$ cat config.mk
export PLATFORM = sky130hd
export DESIGN_NAME = polyline_equal_spacing_resampler_top_flat
export DESIGN_NICKNAME = d
export VERILOG_FILES = /design/src/design/pesr_pkg.sv /design/src/design/pesr_in_if.sv /design/src/design/pesr_out_if.sv /design/src/design/pesr_queue.sv /design/src/design/pesr_front.sv /design/src/design/pesr_back.sv /design/src/design/polyline_equal_spacing_resampler_top.sv /design/src/flat_wrapper.sv
export VERILOG_INCLUDE_DIRS = /design/src /design/src/design
export SDC_FILE = /design/constraint.sdc
export NUM_CORES = 2
export LEC_CHECK = 0
export BUFFER_PORTS_ARGS = -buffer_cell sky130_fd_sc_hd__buf_4
export CAP_MARGIN = 25
export CELL_PAD_IN_SITES_DETAIL_PLACEMENT = 1
export CELL_PAD_IN_SITES_GLOBAL_PLACEMENT = 2
export CORE_MARGIN = 1
export CORE_UTILIZATION = 46
export CTS_BUF_LIST = sky130_fd_sc_hd__clkbuf_16
export CTS_CLUSTER_SIZE = 28
export DETAILED_ROUTE_END_ITERATION = 12
export GPL_TIMING_DRIVEN = 0
export PLACE_DENSITY = 0.89
export SETUP_SLACK_MARGIN = 0.3
export SLEW_MARGIN = 25
export SYNTH_ARGS = -nofsm -noshare
export SYNTH_HDL_FRONTEND = slang
export SYNTH_SLANG_ARGS = --single-unit
$ cat constraint.sdc
create_clock -name i_clk -period 36 [get_ports i_clk]
set_input_delay 1.8 -clock i_clk [delete_from_list [all_inputs] [get_ports i_clk]]
set_output_delay 1.8 -clock i_clk [all_outputs]
set_load 0.02 [all_outputs]
$ cat src/design/polyline_equal_spacing_resampler_top_macros.svh
// Assertion macros used by the resampler top-level design file.
`ifndef POLYLINE_EQUAL_SPACING_RESAMPLER_TOP_MACROS_SVH
`define POLYLINE_EQUAL_SPACING_RESAMPLER_TOP_MACROS_SVH
`ifndef SYNTHESIS
// Same-cycle implication, disabled during reset.
`define PESR_ASSERT_NOW(label, clk, rst_n, ante, cons) \
    label: assert property (@(posedge clk) disable iff (!rst_n) (ante) |-> (cons)) \
        else $error("pesr assertion failed");
// Next-cycle implication, disabled during reset.
`define PESR_ASSERT_NEXT(label, clk, rst_n, ante, cons) \
    label: assert property (@(posedge clk) disable iff (!rst_n) (ante) |=> (cons)) \
        else $error("pesr assertion failed");
`else
`define PESR_ASSERT_NOW(label, clk, rst_n, ante, cons)
`define PESR_ASSERT_NEXT(label, clk, rst_n, ante, cons)
`endif
`endif

$ cat src/design/pesr_pkg.sv
// Package with shared types and constants of the polyline resampler.
`timescale 1ns / 1ps
package pesr_pkg;
    localparam int FIELD_W   = 32;
    localparam int CFG_W     = 32;
    localparam int REG_IDX_W = 2;

    // Register indexes of the configuration port.
    localparam logic [REG_IDX_W-1:0] REG_SPACING      = 2'd0;
    localparam logic [REG_IDX_W-1:0] REG_FIRST_OFFSET = 2'd1;

    localparam logic [CFG_W-1:0] SPACING_RESET      = 32'd256;
    localparam logic [CFG_W-1:0] FIRST_OFFSET_RESET = 32'd128;

    // Vertex kinds.
    localparam logic OP_MOVE = 1'b0;
    localparam logic OP_LINE = 1'b1;

    typedef struct packed {
        logic [CFG_W-1:0] spacing;
        logic [CFG_W-1:0] first_offset;
    } t_cfg;

    typedef struct packed {
        logic full;
        logic empty;
    } t_q_status;
endpackage

$ cat src/design/pesr_in_if.sv
// Vertex input channel.
`timescale 1ns / 1ps
interface pesr_in_if;
    logic               valid;
    logic               ready;
    logic               op;
    logic               path_start;
    logic signed [31:0] vx;
    logic signed [31:0] vy;

    modport source (output valid, op, path_start, vx, vy, input ready);
    modport sink   (input valid, op, path_start, vx, vy, output ready);
endinterface

$ cat src/design/pesr_out_if.sv
// Resampled point output channel.
`timescale 1ns / 1ps
interface pesr_out_if;
    logic               valid;
    logic               ready;
    logic signed [31:0] px;
    logic signed [31:0] py;
    logic               last;
    logic               overflow;

    modport source (output valid, px, py, last, overflow, input ready);
    modport sink   (input valid, px, py, last, overflow, output ready);
endinterface

$ cat src/design/pesr_queue.sv
// Two-entry command queue between the front and back parts.
`timescale 1ns / 1ps
module pesr_queue #(
    parameter int W = 8
) (
    input  logic                  i_clk,
    input  logic                  i_rst_n,
    input  logic                  i_push,
    input  logic [W-1:0]          i_data,
    input  logic                  i_pop,
    output logic [W-1:0]          o_data,
    output pesr_pkg::t_q_status   o_status
);
    import pesr_pkg::*;

    logic [W-1:0] r_mem [2];
    logic         r_wr_ptr;
    logic         r_rd_ptr;
    logic [1:0]   r_count;

    // Storage.
    always_ff @(posedge i_clk) begin
        if (i_push) begin
            r_mem[r_wr_ptr] <= i_data;
        end
    end

    // Pointers and fill count.
    always_ff @(posedge i_clk) begin
        if (!i_rst_n) begin
            r_wr_ptr <= 1'b0;
            r_rd_ptr <= 1'b0;
            r_count  <= 2'd0;
        end else begin
            if (i_push) begin
                r_wr_ptr <= ~r_wr_ptr;
            end
            if (i_pop) begin
                r_rd_ptr <= ~r_rd_ptr;
            end
            r_count <= r_count + {1'b0, i_push} - {1'b0, i_pop};
        end
    end

    assign o_data         = r_mem[r_rd_ptr];
    assign o_status.full  = (r_count == 2'd2);
    assign o_status.empty = (r_count == 2'd0);
endmodule

$ cat src/design/pesr_front.sv
// Front part: accepts vertices, finds segment lengths and counts points.
`timescale 1ns / 1ps
module pesr_front #(
    parameter int MAX_PTS = 64,
    parameter int CW      = 32,
    parameter int CMD_W   = 8
) (
    input  logic                i_clk,
    input  logic                i_rst_n,
    pesr_in_if.sink             i_in,
    input  pesr_pkg::t_cfg      i_cfg,
    input  pesr_pkg::t_q_status i_q_status,
    output logic                o_push,
    output logic [CMD_W-1:0]    o_cmd
);
    import pesr_pkg::*;

    localparam int LW    = CW + 1;
    localparam int RW    = ((LW > CFG_W) ? LW : CFG_W) + 1;
    localparam int SW    = 2 * LW;
    localparam int CNT_W = $clog2(MAX_PTS + 1);
    localparam int STW   = $clog2(LW);

    localparam logic [2:0] ST_IDLE  = 3'd0;
    localparam logic [2:0] ST_SQR   = 3'd1;
    localparam logic [2:0] ST_SUM   = 3'd2;
    localparam logic [2:0] ST_ROOT  = 3'd3;
    localparam logic [2:0] ST_ADD   = 3'd4;
    localparam logic [2:0] ST_COUNT = 3'd5;
    localparam logic [2:0] ST_PUSH  = 3'd6;

    typedef struct packed {
        logic [CW-1:0]    prev_x;
        logic [CW-1:0]    prev_y;
        logic [CW-1:0]    nx;
        logic [CW-1:0]    ny;
        logic [LW-1:0]    len;
        logic [RW-1:0]    run0;
        logic [CFG_W-1:0] tgt0;
        logic [CFG_W-1:0] spacing;
        logic [CNT_W-1:0] n;
        logic             cut;
    } t_cmd;

    logic [2:0]       r_state;
    logic [CW-1:0]    r_prev_x, r_prev_y, r_nx, r_ny;
    logic             r_await;
    logic [RW-1:0]    r_run, r_run0;
    logic [CFG_W-1:0] r_tgt, r_tgt0;
    logic [SW-1:0]    r_ax, r_ay, r_accx, r_accy, r_rad;
    logic [LW-1:0]    r_mx, r_my, r_root;
    logic [LW+1:0]    r_rem;
    logic [STW-1:0]   r_cnt;
    logic [CNT_W-1:0] r_n;
    logic             r_cut;

    logic             accept;
    logic [CW-1:0]    in_x, in_y;
    logic [RW-1:0]    run_a;
    logic [CFG_W-1:0] tgt_a;
    logic             await_a;
    logic signed [LW-1:0] dx, dy;
    logic [LW-1:0]    absx, absy;
    logic [LW+3:0]    rt_t, rt_trial;
    logic             rt_ge;
    logic             more;
    t_cmd             cmd;

    assign i_in.ready = (r_state == ST_IDLE);
    assign accept     = i_in.valid && i_in.ready;
    assign in_x       = CW'($unsigned(i_in.vx));
    assign in_y       = CW'($unsigned(i_in.vy));

    // Path start takes effect before the vertex is used.
    always_comb begin
        run_a   = i_in.path_start ? '0 : r_run;
        tgt_a   = i_in.path_start ? i_cfg.first_offset : r_tgt;
        await_a = i_in.path_start | r_await;
        dx      = LW'(signed'(in_x)) - LW'(signed'(r_prev_x));
        dy      = LW'(signed'(in_y)) - LW'(signed'(r_prev_y));
        absx    = dx[LW-1] ? LW'(-dx) : LW'(dx);
        absy    = dy[LW-1] ? LW'(-dy) : LW'(dy);
    end

    // One root bit per step of the digit recurrence.
    always_comb begin
        rt_t     = {r_rem, r_rad[SW-1 -: 2]};
        rt_trial = {2'b00, r_root, 2'b01};
        rt_ge    = (rt_t >= rt_trial);
    end

    assign more = ({1'b0, r_run} > (RW + 1)'(r_tgt)) && (r_n < CNT_W'(MAX_PTS));

    always_ff @(posedge i_clk) begin
        if (!i_rst_n) begin
            r_state  <= ST_IDLE;
            r_prev_x <= '0;
            r_prev_y <= '0;
            r_await  <= 1'b1;
            r_run    <= '0;
            r_tgt    <= FIRST_OFFSET_RESET;
        end else begin
            unique case (r_state)
                ST_IDLE: begin
                    if (accept) begin
                        r_run   <= run_a;
                        r_tgt   <= tgt_a;
                        r_await <= 1'b0;
                        r_nx    <= in_x;
                        r_ny    <= in_y;
                        if (await_a || i_in.op == OP_MOVE) begin
                            r_prev_x <= in_x;
                            r_prev_y <= in_y;
                        end else begin
                            r_ax    <= SW'(absx);
                            r_ay    <= SW'(absy);
                            r_mx    <= absx;
                            r_my    <= absy;
                            r_accx  <= '0;
                            r_accy  <= '0;
                            r_cnt   <= '0;
                            r_state <= ST_SQR;
                        end
                    end
                end
                // Shift-add squaring of both deltas.
                ST_SQR: begin
                    if (r_mx[0]) r_accx <= r_accx + r_ax;
                    if (r_my[0]) r_accy <= r_accy + r_ay;
                    r_ax  <= r_ax << 1;
                    r_ay  <= r_ay << 1;
                    r_mx  <= r_mx >> 1;
                    r_my  <= r_my >> 1;
                    r_cnt <= r_cnt + 1'b1;
                    if (r_cnt == STW'(LW - 1)) r_state <= ST_SUM;
                end
                ST_SUM: begin
                    r_rad   <= r_accx + r_accy;
                    r_rem   <= '0;
                    r_root  <= '0;
                    r_cnt   <= '0;
                    r_state <= ST_ROOT;
                end
                ST_ROOT: begin
                    r_rad  <= r_rad << 2;
                    r_rem  <= rt_ge ? (LW + 2)'(rt_t - rt_trial) : (LW + 2)'(rt_t);
                    r_root <= {r_root[LW-2:0], rt_ge};
                    r_cnt  <= r_cnt + 1'b1;
                    if (r_cnt == STW'(LW - 1)) r_state <= ST_ADD;
                end
                ST_ADD: begin
                    r_run   <= r_run + RW'(r_root);
                    r_run0  <= r_run + RW'(r_root);
                    r_tgt0  <= r_tgt;
                    r_n     <= '0;
                    r_state <= ST_COUNT;
                end
                // Step through targets to find the point count of this segment.
                ST_COUNT: begin
                    if (more) begin
                        r_run <= r_run - RW'(r_tgt);
                        r_tgt <= i_cfg.spacing;
                        r_n   <= r_n + 1'b1;
                    end else begin
                        r_cut <= (r_run > RW'(r_tgt));
                        if (r_run > RW'(r_tgt)) r_run <= '0;
                        r_state <= ST_PUSH;
                    end
                end
                ST_PUSH: begin
                    if (r_n == '0 || !i_q_status.full) begin
                        r_prev_x <= r_nx;
                        r_prev_y <= r_ny;
                        r_state  <= ST_IDLE;
                    end
                end
                default: r_state <= ST_IDLE;
            endcase
        end
    end

    // Command beat for the back part.
    always_comb begin
        cmd.prev_x  = r_prev_x;
        cmd.prev_y  = r_prev_y;
        cmd.nx      = r_nx;
        cmd.ny      = r_ny;
        cmd.len     = r_root;
        cmd.run0    = r_run0;
        cmd.tgt0    = r_tgt0;
        cmd.spacing = i_cfg.spacing;
        cmd.n       = r_n;
        cmd.cut     = r_cut;
    end

    assign o_cmd  = cmd;
    assign o_push = (r_state == ST_PUSH) && (r_n != '0) && !i_q_status.full;
endmodule

$ cat src/design/pesr_back.sv
// Back part: interpolates each point of a segment and drives the output.
`timescale 1ns / 1ps
module pesr_back #(
    parameter int MAX_PTS = 64,
    parameter int CW      = 32,
    parameter int CMD_W   = 8
) (
    input  logic                i_clk,
    input  logic                i_rst_n,
    input  pesr_pkg::t_q_status i_q_status,
    input  logic [CMD_W-1:0]    i_cmd,
    output logic                o_pop,
    output logic                o_busy,
    pesr_out_if.source          o_out
);
    import pesr_pkg::*;

    localparam int LW    = CW + 1;
    localparam int QW    = LW;
    localparam int RW    = ((LW > CFG_W) ? LW : CFG_W) + 1;
    localparam int NW    = 2 * LW + 1;
    localparam int CNT_W = $clog2(MAX_PTS + 1);
    localparam int STW   = $clog2(LW);

    localparam logic [2:0] B_IDLE = 3'd0;
    localparam logic [2:0] B_WGT  = 3'd1;
    localparam logic [2:0] B_MUL  = 3'd2;
    localparam logic [2:0] B_RND  = 3'd3;
    localparam logic [2:0] B_DIV  = 3'd4;
    localparam logic [2:0] B_OUT  = 3'd5;

    typedef struct packed {
        logic [CW-1:0]    prev_x;
        logic [CW-1:0]    prev_y;
        logic [CW-1:0]    nx;
        logic [CW-1:0]    ny;
        logic [LW-1:0]    len;
        logic [RW-1:0]    run0;
        logic [CFG_W-1:0] tgt0;
        logic [CFG_W-1:0] spacing;
        logic [CNT_W-1:0] n;
        logic             cut;
    } t_cmd;

    t_cmd             in_cmd, r_cmd;
    logic [2:0]       r_state;
    logic [RW-1:0]    r_run;
    logic [CFG_W-1:0] r_tgt;
    logic [CNT_W-1:0] r_k;
    logic [LW-1:0]    r_absx, r_absy;
    logic             r_negx, r_negy;
    logic [NW-1:0]    r_mcx, r_mcy, r_accx, r_accy;
    logic [LW-1:0]    r_mpw;
    logic [STW-1:0]   r_cnt;
    logic [LW-1:0]    r_remx, r_remy;
    logic [QW-1:0]    r_shx, r_shy, r_qx, r_qy;
    logic             r_ovalid, r_last, r_ovf;
    logic signed [31:0] r_px, r_py;

    logic signed [LW-1:0] dx, dy;
    logic [RW-1:0]    excess;
    logic [NW-1:0]    numx, numy;
    logic [LW:0]      dvx, dvy;
    logic             gex, gey;
    logic signed [CW+1:0] fromx, fromy, resx, resy;
    logic             out_free;
    logic             is_last;

    assign in_cmd = i_cmd;

    always_comb begin
        dx     = LW'(signed'(in_cmd.nx)) - LW'(signed'(in_cmd.prev_x));
        dy     = LW'(signed'(in_cmd.ny)) - LW'(signed'(in_cmd.prev_y));
        excess = r_run - RW'(r_tgt);
        numx   = r_accx + NW'(r_cmd.len >> 1);
        numy   = r_accy + NW'(r_cmd.len >> 1);
        dvx    = {r_remx, r_shx[QW-1]};
        dvy    = {r_remy, r_shy[QW-1]};
        gex    = (dvx >= {1'b0, r_cmd.len});
        gey    = (dvy >= {1'b0, r_cmd.len});
        fromx  = (CW + 2)'(signed'(r_cmd.prev_x));
        fromy  = (CW + 2)'(signed'(r_cmd.prev_y));
        resx   = r_negx ? fromx - (CW + 2)'(r_qx) : fromx + (CW + 2)'(r_qx);
        resy   = r_negy ? fromy - (CW + 2)'(r_qy) : fromy + (CW + 2)'(r_qy);
    end

    assign out_free = !r_ovalid || o_out.ready;
    assign is_last  = (r_k == CNT_W'(r_cmd.n - 1'b1));
    assign o_pop    = (r_state == B_IDLE) && !i_q_status.empty;
    assign o_busy   = (r_state != B_IDLE);

    always_ff @(posedge i_clk) begin
        if (!i_rst_n) begin
            r_state  <= B_IDLE;
            r_ovalid <= 1'b0;
        end else begin
            // The output register holds until taken and loads when a point is done.
            r_ovalid <= (r_ovalid && !o_out.ready) || ((r_state == B_OUT) && out_free);
            unique case (r_state)
                B_IDLE: begin
                    if (o_pop) begin
                        r_cmd   <= in_cmd;
                        r_run   <= in_cmd.run0;
                        r_tgt   <= in_cmd.tgt0;
                        r_k     <= '0;
                        r_negx  <= dx[LW-1];
                        r_negy  <= dy[LW-1];
                        r_absx  <= dx[LW-1] ? LW'(-dx) : LW'(dx);
                        r_absy  <= dy[LW-1] ? LW'(-dy) : LW'(dy);
                        r_state <= B_WGT;
                    end
                end
                // Weight of the point; an excess past the length gives zero.
                B_WGT: begin
                    r_mpw   <= (excess > RW'(r_cmd.len)) ? '0
                                                         : LW'(r_cmd.len - excess[LW-1:0]);
                    r_mcx   <= NW'(r_absx);
                    r_mcy   <= NW'(r_absy);
                    r_accx  <= '0;
                    r_accy  <= '0;
                    r_cnt   <= '0;
                    r_state <= B_MUL;
                end
                // Shift-add products of both deltas by the weight.
                B_MUL: begin
                    if (r_mpw[0]) begin
                        r_accx <= r_accx + r_mcx;
                        r_accy <= r_accy + r_mcy;
                    end
                    r_mcx   <= r_mcx << 1;
                    r_mcy   <= r_mcy << 1;
                    r_mpw   <= r_mpw >> 1;
                    r_cnt   <= r_cnt + 1'b1;
                    if (r_cnt == STW'(LW - 1)) r_state <= B_RND;
                end
                // Add half the length for rounding and set up the division.
                B_RND: begin
                    r_remx  <= LW'(numx[NW-1:QW]);
                    r_remy  <= LW'(numy[NW-1:QW]);
                    r_shx   <= numx[QW-1:0];
                    r_shy   <= numy[QW-1:0];
                    r_cnt   <= '0;
                    r_state <= B_DIV;
                end
                // Restoring division, one quotient bit per cycle.
                B_DIV: begin
                    r_remx  <= gex ? LW'(dvx - {1'b0, r_cmd.len}) : LW'(dvx);
                    r_remy  <= gey ? LW'(dvy - {1'b0, r_cmd.len}) : LW'(dvy);
                    r_qx    <= {r_qx[QW-2:0], gex};
                    r_qy    <= {r_qy[QW-2:0], gey};
                    r_shx   <= r_shx << 1;
                    r_shy   <= r_shy << 1;
                    r_cnt   <= r_cnt + 1'b1;
                    if (r_cnt == STW'(QW - 1)) r_state <= B_OUT;
                end
                B_OUT: begin
                    if (out_free) begin
                        r_px     <= 32'(resx);
                        r_py     <= 32'(resy);
                        r_last   <= is_last;
                        r_ovf    <= r_cmd.cut;
                        r_run    <= r_run - RW'(r_tgt);
                        r_tgt    <= r_cmd.spacing;
                        r_k      <= r_k + 1'b1;
                        r_state  <= is_last ? B_IDLE : B_WGT;
                    end
                end
                default: r_state <= B_IDLE;
            endcase
        end
    end

    assign o_out.valid    = r_ovalid;
    assign o_out.px       = r_px;
    assign o_out.py       = r_py;
    assign o_out.last     = r_last;
    assign o_out.overflow = r_ovf;
endmodule

$ cat src/design/polyline_equal_spacing_resampler_top.sv
// A line-to vertex passes through the front (squares, root, point count n), then each
// of its points through the back. One vertex per front pass; points come one per back
// pass, set by the shift-add multiplier and the restoring divider. A full queue holds
// the front and an unready output holds the back. Move-to vertices only set position.
// Reset (synchronous, active low) clears the queue and the output register, loads
// spacing 256 and first offset 128, and arms the first vertex of a path.
`timescale 1ns / 1ps
`include "polyline_equal_spacing_resampler_top_macros.svh"
module polyline_equal_spacing_resampler_top #(
    parameter int MAX_POINTS_PER_SEGMENT = 64,
    parameter int COORD_WIDTH            = 32
) (
    input  logic                            i_clk,
    input  logic                            i_rst_n,
    pesr_in_if.sink                         i_in,
    pesr_out_if.source                      o_out,
    input  logic                            i_cfg_we,
    input  logic [pesr_pkg::REG_IDX_W-1:0]  i_cfg_idx,
    input  logic [pesr_pkg::CFG_W-1:0]      i_cfg_data
);
    import pesr_pkg::*;

    localparam int LW    = COORD_WIDTH + 1;
    localparam int RW    = ((LW > CFG_W) ? LW : CFG_W) + 1;
    localparam int CNT_W = $clog2(MAX_POINTS_PER_SEGMENT + 1);
    localparam int CMD_W = 4 * COORD_WIDTH + LW + RW + 2 * CFG_W + CNT_W + 1;

    t_cfg             r_cfg;
    t_q_status        q_status;
    logic             q_push, q_pop, back_busy;
    logic [CMD_W-1:0] push_cmd, pop_cmd;

    // Configuration registers.
    always_ff @(posedge i_clk) begin
        if (!i_rst_n) begin
            r_cfg.spacing      <= SPACING_RESET;
            r_cfg.first_offset <= FIRST_OFFSET_RESET;
        end else if (i_cfg_we) begin
            unique case (i_cfg_idx)
                REG_SPACING:      r_cfg.spacing      <= i_cfg_data;
                REG_FIRST_OFFSET: r_cfg.first_offset <= i_cfg_data;
                default: ;
            endcase
        end
    end

    pesr_front #(
        .MAX_PTS (MAX_POINTS_PER_SEGMENT),
        .CW      (COORD_WIDTH),
        .CMD_W   (CMD_W)
    ) u_front (
        .i_clk      (i_clk),
        .i_rst_n    (i_rst_n),
        .i_in       (i_in),
        .i_cfg      (r_cfg),
        .i_q_status (q_status),
        .o_push     (q_push),
        .o_cmd      (push_cmd)
    );

    pesr_queue #(
        .W (CMD_W)
    ) u_queue (
        .i_clk    (i_clk),
        .i_rst_n  (i_rst_n),
        .i_push   (q_push),
        .i_data   (push_cmd),
        .i_pop    (q_pop),
        .o_data   (pop_cmd),
        .o_status (q_status)
    );

    pesr_back #(
        .MAX_PTS (MAX_POINTS_PER_SEGMENT),
        .CW      (COORD_WIDTH),
        .CMD_W   (CMD_W)
    ) u_back (
        .i_clk      (i_clk),
        .i_rst_n    (i_rst_n),
        .i_q_status (q_status),
        .i_cmd      (pop_cmd),
        .o_pop      (q_pop),
        .o_busy     (back_busy),
        .o_out      (o_out)
    );

    // The front never writes a full queue and the back never reads an empty one.
    `PESR_ASSERT_NOW(a_no_push_full, i_clk, i_rst_n, q_push, !q_status.full)
    `PESR_ASSERT_NOW(a_no_pop_empty, i_clk, i_rst_n, q_pop, !q_status.empty)
    // A popped command keeps the back part working.
    `PESR_ASSERT_NEXT(a_pop_busy, i_clk, i_rst_n, q_pop, back_busy)
endmodule

$ cat src/flat_wrapper.sv
// flat-port wrapper written by rule: the top's interface ports become plain ports
module polyline_equal_spacing_resampler_top_flat import pesr_pkg::*;
#(
    parameter int MAX_POINTS_PER_SEGMENT = 64,
    parameter int COORD_WIDTH            = 32
)
  (i_clk, i_rst_n, i_cfg_we, i_cfg_idx, i_cfg_data, i_in_valid, i_in_op, i_in_path_start, i_in_vx, i_in_vy, i_in_ready, o_out_valid, o_out_px, o_out_py, o_out_last, o_out_overflow, o_out_ready);
  pesr_in_if i_in_i ();
  pesr_out_if o_out_i ();
  input  logic i_clk;
  input  logic i_rst_n;
  input  logic i_cfg_we;
  input  logic [pesr_pkg::REG_IDX_W-1:0] i_cfg_idx;
  input  logic [pesr_pkg::CFG_W-1:0] i_cfg_data;
  input wire logic [$bits(i_in_i.valid)-1:0] i_in_valid;
  input wire logic [$bits(i_in_i.op)-1:0] i_in_op;
  input wire logic [$bits(i_in_i.path_start)-1:0] i_in_path_start;
  input wire logic [$bits(i_in_i.vx)-1:0] i_in_vx;
  input wire logic [$bits(i_in_i.vy)-1:0] i_in_vy;
  output wire logic [$bits(i_in_i.ready)-1:0] i_in_ready;
  output wire logic [$bits(o_out_i.valid)-1:0] o_out_valid;
  output wire logic [$bits(o_out_i.px)-1:0] o_out_px;
  output wire logic [$bits(o_out_i.py)-1:0] o_out_py;
  output wire logic [$bits(o_out_i.last)-1:0] o_out_last;
  output wire logic [$bits(o_out_i.overflow)-1:0] o_out_overflow;
  input wire logic [$bits(o_out_i.ready)-1:0] o_out_ready;
  assign i_in_i.valid = i_in_valid;
  assign i_in_i.op = i_in_op;
  assign i_in_i.path_start = i_in_path_start;
  assign i_in_i.vx = i_in_vx;
  assign i_in_i.vy = i_in_vy;
  assign i_in_ready = i_in_i.ready;
  assign o_out_valid = o_out_i.valid;
  assign o_out_px = o_out_i.px;
  assign o_out_py = o_out_i.py;
  assign o_out_last = o_out_i.last;
  assign o_out_overflow = o_out_i.overflow;
  assign o_out_i.ready = o_out_ready;
  polyline_equal_spacing_resampler_top #(.MAX_POINTS_PER_SEGMENT(MAX_POINTS_PER_SEGMENT), .COORD_WIDTH(COORD_WIDTH)) u_core (.i_clk(i_clk), .i_rst_n(i_rst_n), .i_in(i_in_i), .o_out(o_out_i), .i_cfg_we(i_cfg_we), .i_cfg_idx(i_cfg_idx), .i_cfg_data(i_cfg_data));
endmodule
After elaboration in Yosys (flattened, before gate mapping) --
Memories as Yosys holds them, arrays and structs flattened. A register that Yosys moved wholly into a read port is not among the register bits. Index checks and enable logic that the tools add are counted.
Cells by class: equality and inequality tests 33, $add $sub $neg 33, reduce and logical (&&, ||, !) cells 60, $lt $le $gt $ge 7, bitwise gates (word level) 5, muxes and demuxes 91
Operator list (count):
- $pmux 66 s2 | 5
- $pmux 67 s2 | 4
- $mux 66 | 8
- $pmux 33 s2 | 8
- $mux 32 | 15
- $mux 33 | 9
- $pmux 32 s2 | 4
- $mux 34 | 6
- $add 66x66->66 | 3
- $add 67x67->67 | 2
- $mux 67 | 2
- $add 66x32->66 | 2
- $neg 33->33 | 4
- $sub 32x32->33 | 4
- $pmux 34 s3 | 1
- $sub 33x33->33 | 3
- $pmux 35 s2 | 1
- $ge 34x33->1 | 2
- $gt 34x32->1 | 2
- $pmux 34 s2 | 1
- $sub 34x32->34 | 2
- $add 32x32->32 | 2
- $sub 32x32->32 | 2
- $ge 37x35->1 | 1
- other kinds (46) | 136
Storage, ports and cells: input bits 105, word-level logic and storage cells 290, bits in registers 1661, RAM bits 534, memories kept 1, output and inout bits 68
Memory list:
- u_core.u_queue.r_mem | depth 2, bits a word 267, read ports 1, clocked after memory_dff 1, wr ports 1, line pesr_queue.sv:16 | logic [W-1:0] r_mem [2];

Longest topological paths before layout --
word-level depth 6, mapped depth 28, mapped depth without buffers 26

By module --
Synthesis repeated with hierarchy kept, for this count alone.
Second synthesis, totals: cell total of the unflattened synthesis 12300, area total of the unflattened synthesis 131142.0 um^2
By module, submodules not included:
- pesr_back | seq. area each 25394.4 um^2, cells each 5910, area each 58559.9 um^2, times used 1
- pesr_front | seq. area each 20940.1 um^2, cells each 5292, area each 49685.2 um^2, times used 1
- pesr_queue | seq. area each 16135.5 um^2, cells each 852, area each 20449.6 um^2, times used 1
- polyline_equal_spacing_resampler_top | seq. area each 1281.2 um^2, cells each 246, area each 2447.3 um^2, times used 1

Worst setup path after synthesis --
No wires, ideal clock.
path type register to register, start register u_core.u_front.r_state[2], end memory u_core.u_queue.r_mem[0][0] in the netlist's numbering, enable pin, period minus slack after synthesis 13058 ps, stages on the path, launching flop included 6, buffers on the path 1, setup slack 22942 ps, arrival time 12156 ps, library setup time 901 ps, data required time 35099 ps, path through dfxtp_1 clkbuf_1 nand3b_1 a31oi_1 o21ai_0 nor2_1
Between the ends: word-level cells in the longest chain between the ends 5
Ends and longest elaborated chain:
- start, declared | line pesr_front.sv:45 | logic [2:0] r_state;
- start signal, assigned | line pesr_front.sv:96 | r_state <= ST_IDLE;
- start signal, assigned | line pesr_front.sv:122 | r_state <= ST_SQR;
- start signal, assigned | line pesr_front.sv:135 | if (r_cnt == STW'(LW - 1)) r_state <= ST_SUM;
- $eq 3x3->1 | line pesr_front.sv:197 | assign o_push = (r_state == ST_PUSH) && (r_n != '0) && !i_q_status.full;
- $logic_and 1x1->1 (2 in a row) | line pesr_front.sv:197
- $mux 1 | line pesr_queue.sv:23 | if (i_push) begin
- $mux 1 (not written as such) | line pesr_queue.sv:24 | r_mem[r_wr_ptr] <= i_data;
- end, declared | line pesr_queue.sv:16
Every way passes these cells.

==> out/metrics.cfg <==
[outcome]
run_status = finished clean

[cts]
post_cts_resize_count = 0
insertion_delay_ps = 950
postCtsHoldBufs = 0
cts.sinks = 2192
path_clk_slew_ps = 60
htree_levels = 4
clock_path_buffers = 4
root_buffer = clkbuf_16
cts_tree = done
cts_buffers = 245
postCtsSetupRepairBufs = 0

[floorplanning]
core_mm2 = 0.276
die_area_mm2 = 0.280
rows = 193
start_util_pct = 46.2
ios = 173
chipWidth_um = 529
fp.dieH_um = 529

[detailed_routing]
drc_errors = 0
wl_um = 441000
dr_total_vias = 99400
drt-initial-drc-count = 7872
wire_per_inst_um = 26.5
ant_nets = 0
vias_per_cell = 5.98
dr.pass1.iters = 5

[synthesis]
syn_area_mm2 = 0.128
synth_cell_types = 100
synth_compound_area_share_pct = 15.7
yosysWarnings = 0
ys.flop_type = edfxtp_1
synth_top_family_by_area = compound AO/OA/AOI/OAI gates
synth_seq_cells = 2192
synth_fa_ha_area_share_pct = 8.69
synth-edff-count = 1985
ys_seq_area_share_pct = 49.9
synth-xor-area-share_pct = 6.58
syn_avg_cell_area_um2 = 10.5
synthSimpleGateAreaFrac_pct = 12.9
synth_nets = 13100
async_flop_share_pct = 0
syn_inst = 12200
synthMuxAreaShare_pct = 3.25

[grt]
antenna_found_initial = 37
grt_max_degree = 58
grt_usage_pct = 30.8
met2_usage_pct = 50.8
use_met3_pct = 3.30
grt_overflow = 0
grt_pass1_wl_um = 654000
grt_pass1_vias = 103000
grt-busiest-layer = met2
use_met1_pct = 41.4

[placement]
gp_congestion = 0.927
io_buffers = 172
dp_hpwl_um = 344000

[cells_and_area]
area_growth_pct = 12.8
reg.largest.list = u_core.u_queue.r_mem: 534 flops, u_core.u_back.r_cmd: 73 flops
largest-register = u_core.u_queue.r_mem
final_util_pct = 52.2
largest_reg_flops = 534
ff_latch_area_mm2 = 0.0638
nFillCells = 29900
layout.nets = 13700
multi_input_area_mm2 = 0.0604
drive_above_1_share_pct = 7.18

[setup_path]
worstSetupEndpointType = flop
critPathKind = flop to flop
worstPathRequired_ps = 36660
startpoint_type = flop
r2r_cells = 22
reg2reg_slack_ps = 28120
arrival_ps = 8540
timing.rr.end = u_core.u_back.r_absy[16]
cp_max_fo = 10

[timing]
finalHoldViolations = 0
slew_headroom_pct = 21.5
worstMarginPinSlew_ps = 1170
max_clock_freq_mhz = 127
setup_tns_ps = 0
slew_viol_final = 0
fin_skew_ps = 83.5
rsz0062_at_grt = false
finalSetupViolations = 0
finalWorstPathRequiredPeriod_ps = 7880
fin_crit_sh_pct = 21.9

[pwr]
p_per_area_mw_per_mm2 = 62.9
peakVddDrop_mv = 0.0513
p_leak_nw = 55.7

[hold_path]
min_delay_path_depth = 0
hold-path-endpoint = u_core.u_queue.r_mem[0][56]
min-delay-start = u_core.u_front.r_tgt0[16]
hp-class = flop to flop

[run]
max-cap-violations = 0

[worst max-delay path by stage]
stage          depth (start not counted)  slack, ps                      endpoint
2_1_floorplan                          5      22940    u_core.u_queue.r_mem[0][0]
3_3_place_gp                           5      14670  u_core.u_queue.r_mem[1][254]
3_5_place_dp                          22      28390      u_core.u_back.r_absy[16]
4_1_cts                               22      28330      u_core.u_back.r_absy[16]
5_1_grt                               21      27920      u_core.u_back.r_absy[30]
6_report                              22      28120      u_core.u_back.r_absy[16]
[placed cells by master (no fill, tap or decap), drive strengths merged, types with 43 or more instances in the layout]
cell / instances
clkinv: 119
a21o: 406
o21a: 166
inv: 645
o21ai: 530
a21oi: 1090
clkbuf: 622
nand4: 120
edfxtp: 1985
and2: 135
a31oi: 94
ha: 858
o21bai: 131
xor2: 415
and3: 158
nor2b: 114
o31ai: 51
nand2b: 124
dfxtp: 207
nand3: 205
a211oi: 224
xnor2: 544
nor3: 202
o211ai: 59
buf: 312
nor2: 1275
mux2i: 240
or3: 43
nor4: 45
nand2: 995
mux2: 156
[routing by layer]
| metal | routed length (µm) | vias to the layer above | share of wire (%) |
|---|---|---|---|
| met2 | 206000 | 2692 | 47 |
| li1 | - | 45800 | - |
| met1 | 193000 | 50300 | 44 |
| met4 | 18800 | 12 | 4.3 |
| met5 | 70 | - | 0.016 |
| met3 | 23000 | 641 | 5.2 |
[area by class of cell]
type | instances | share of cell area, %
Sequential cell | 2192 | 44.2
Multi-Input combinational cell | 8958 | 41.9
Clock buffer | 249 | 4.32
Tap cell | 3705 | 3.21
Timing Repair Buffer | 268 | 2.30
Inverter | 596 | 1.55
Clock inverter | 209 | 1.35
Buffer | 417 | 1.12
Antenna cell | 22 | 0.0382
[Yosys cell counts, types with 21 or more instances]
master       n  area share [%]
edfxtp_1  1985              47
nor2_1    1275             3.7
a21oi_1   1088             4.3
nand2_1    995             2.9
ha_1       858             8.4
inv_1      592             1.7
xnor2_1    543             3.7
o21ai_0    506             2.0
xor2_1     415             2.8
a21o_1     406             2.4
clkbuf_1   373             1.1
mux2i_1    240             1.9
a211oi_1   222             1.3
dfxtp_1    207             3.2
nand3_1    205            0.80
nor3_1     199            0.78
o21a_1     165            0.97
and3_1     158            0.77
mux2_2     156             1.4
and2_1     133            0.65
o21bai_1   131            0.77
nand2b_1   124            0.61
nand4_1    119            0.58
nor2b_1    114            0.56
a31oi_1     93            0.46
o211ai_1    59            0.35
o31ai_1     51            0.30
nor4_1      43            0.21
or3_1       42            0.21
a211o_1     34            0.23
or2_2       33            0.16
and4_1      31            0.21
buf_1       30           0.088
a21boi_0    28            0.16
o31a_1      25            0.17
a41oi_1     24            0.16
o21ai_1     24           0.094
nand3b_1    23            0.14
a222oi_1    22            0.17
or4_1       22            0.13
a221oi_1    21            0.14
[cells by family (layout without fill, tap and decap cells)]
family                   Yosys count  in the layout
AO/OA/AOI/OAI                   3146           3146
XOR/XNOR                         959            959
adder cells (fa/ha/maj)          877            877
buffers and inverters           1013           1739
flip-flops                      2192           2192
multiplexers                     396            396
other                              0             22
AND/OR/NAND/NOR                 3580           3580
[per-stage QoR]
stage | setup slack [ps] | power [mW] | cells | hold WS (ps) | instance area [µm²]
floorplan | 22940 | 5.46 | 12200 | 400 | 128000
global placement | 14670 | 6.35 | 16000 | 410 | 134000
detailed placement | 28390 | 6.47 | 16100 | 434 | 136000
CTS | 28330 | 9.07 | 16600 | 447 | 144000
global route | 27920 | 9.47 | 16600 | 452 | 144000
finish | 28120 | 9.08 | 16600 | 445 | 144000
[critical path, cell delays in order, from the launching register on]
cell,delay [ps]
dfxtp_1,320
clkbuf_1,500
clkbuf_2,500
buf_16,210
buf_1,630
mux2i_1,780
ha_1,340
inv_1,90
fa_1,430
a211oi_1,500
o21ai_1,240
a32o_1,370
a311oi_1,560
nor2_1,120
a211o_1,340
a41oi_1,260
a211o_1,200
nor2b_1,60
o31a_1,340
inv_2,140
buf_2,280
o21ai_0,180
xnor2_1,180
[report_power, final]
group          switching (mW)  internal [mW]  total, mW  leakage, nW
Sequential              0.190           3.14       3.33         19.8
Clock                    1.12           1.48       2.59         4.13
Combinational            1.99           1.17       3.16         31.8
(Power assumes the default switching activity.)
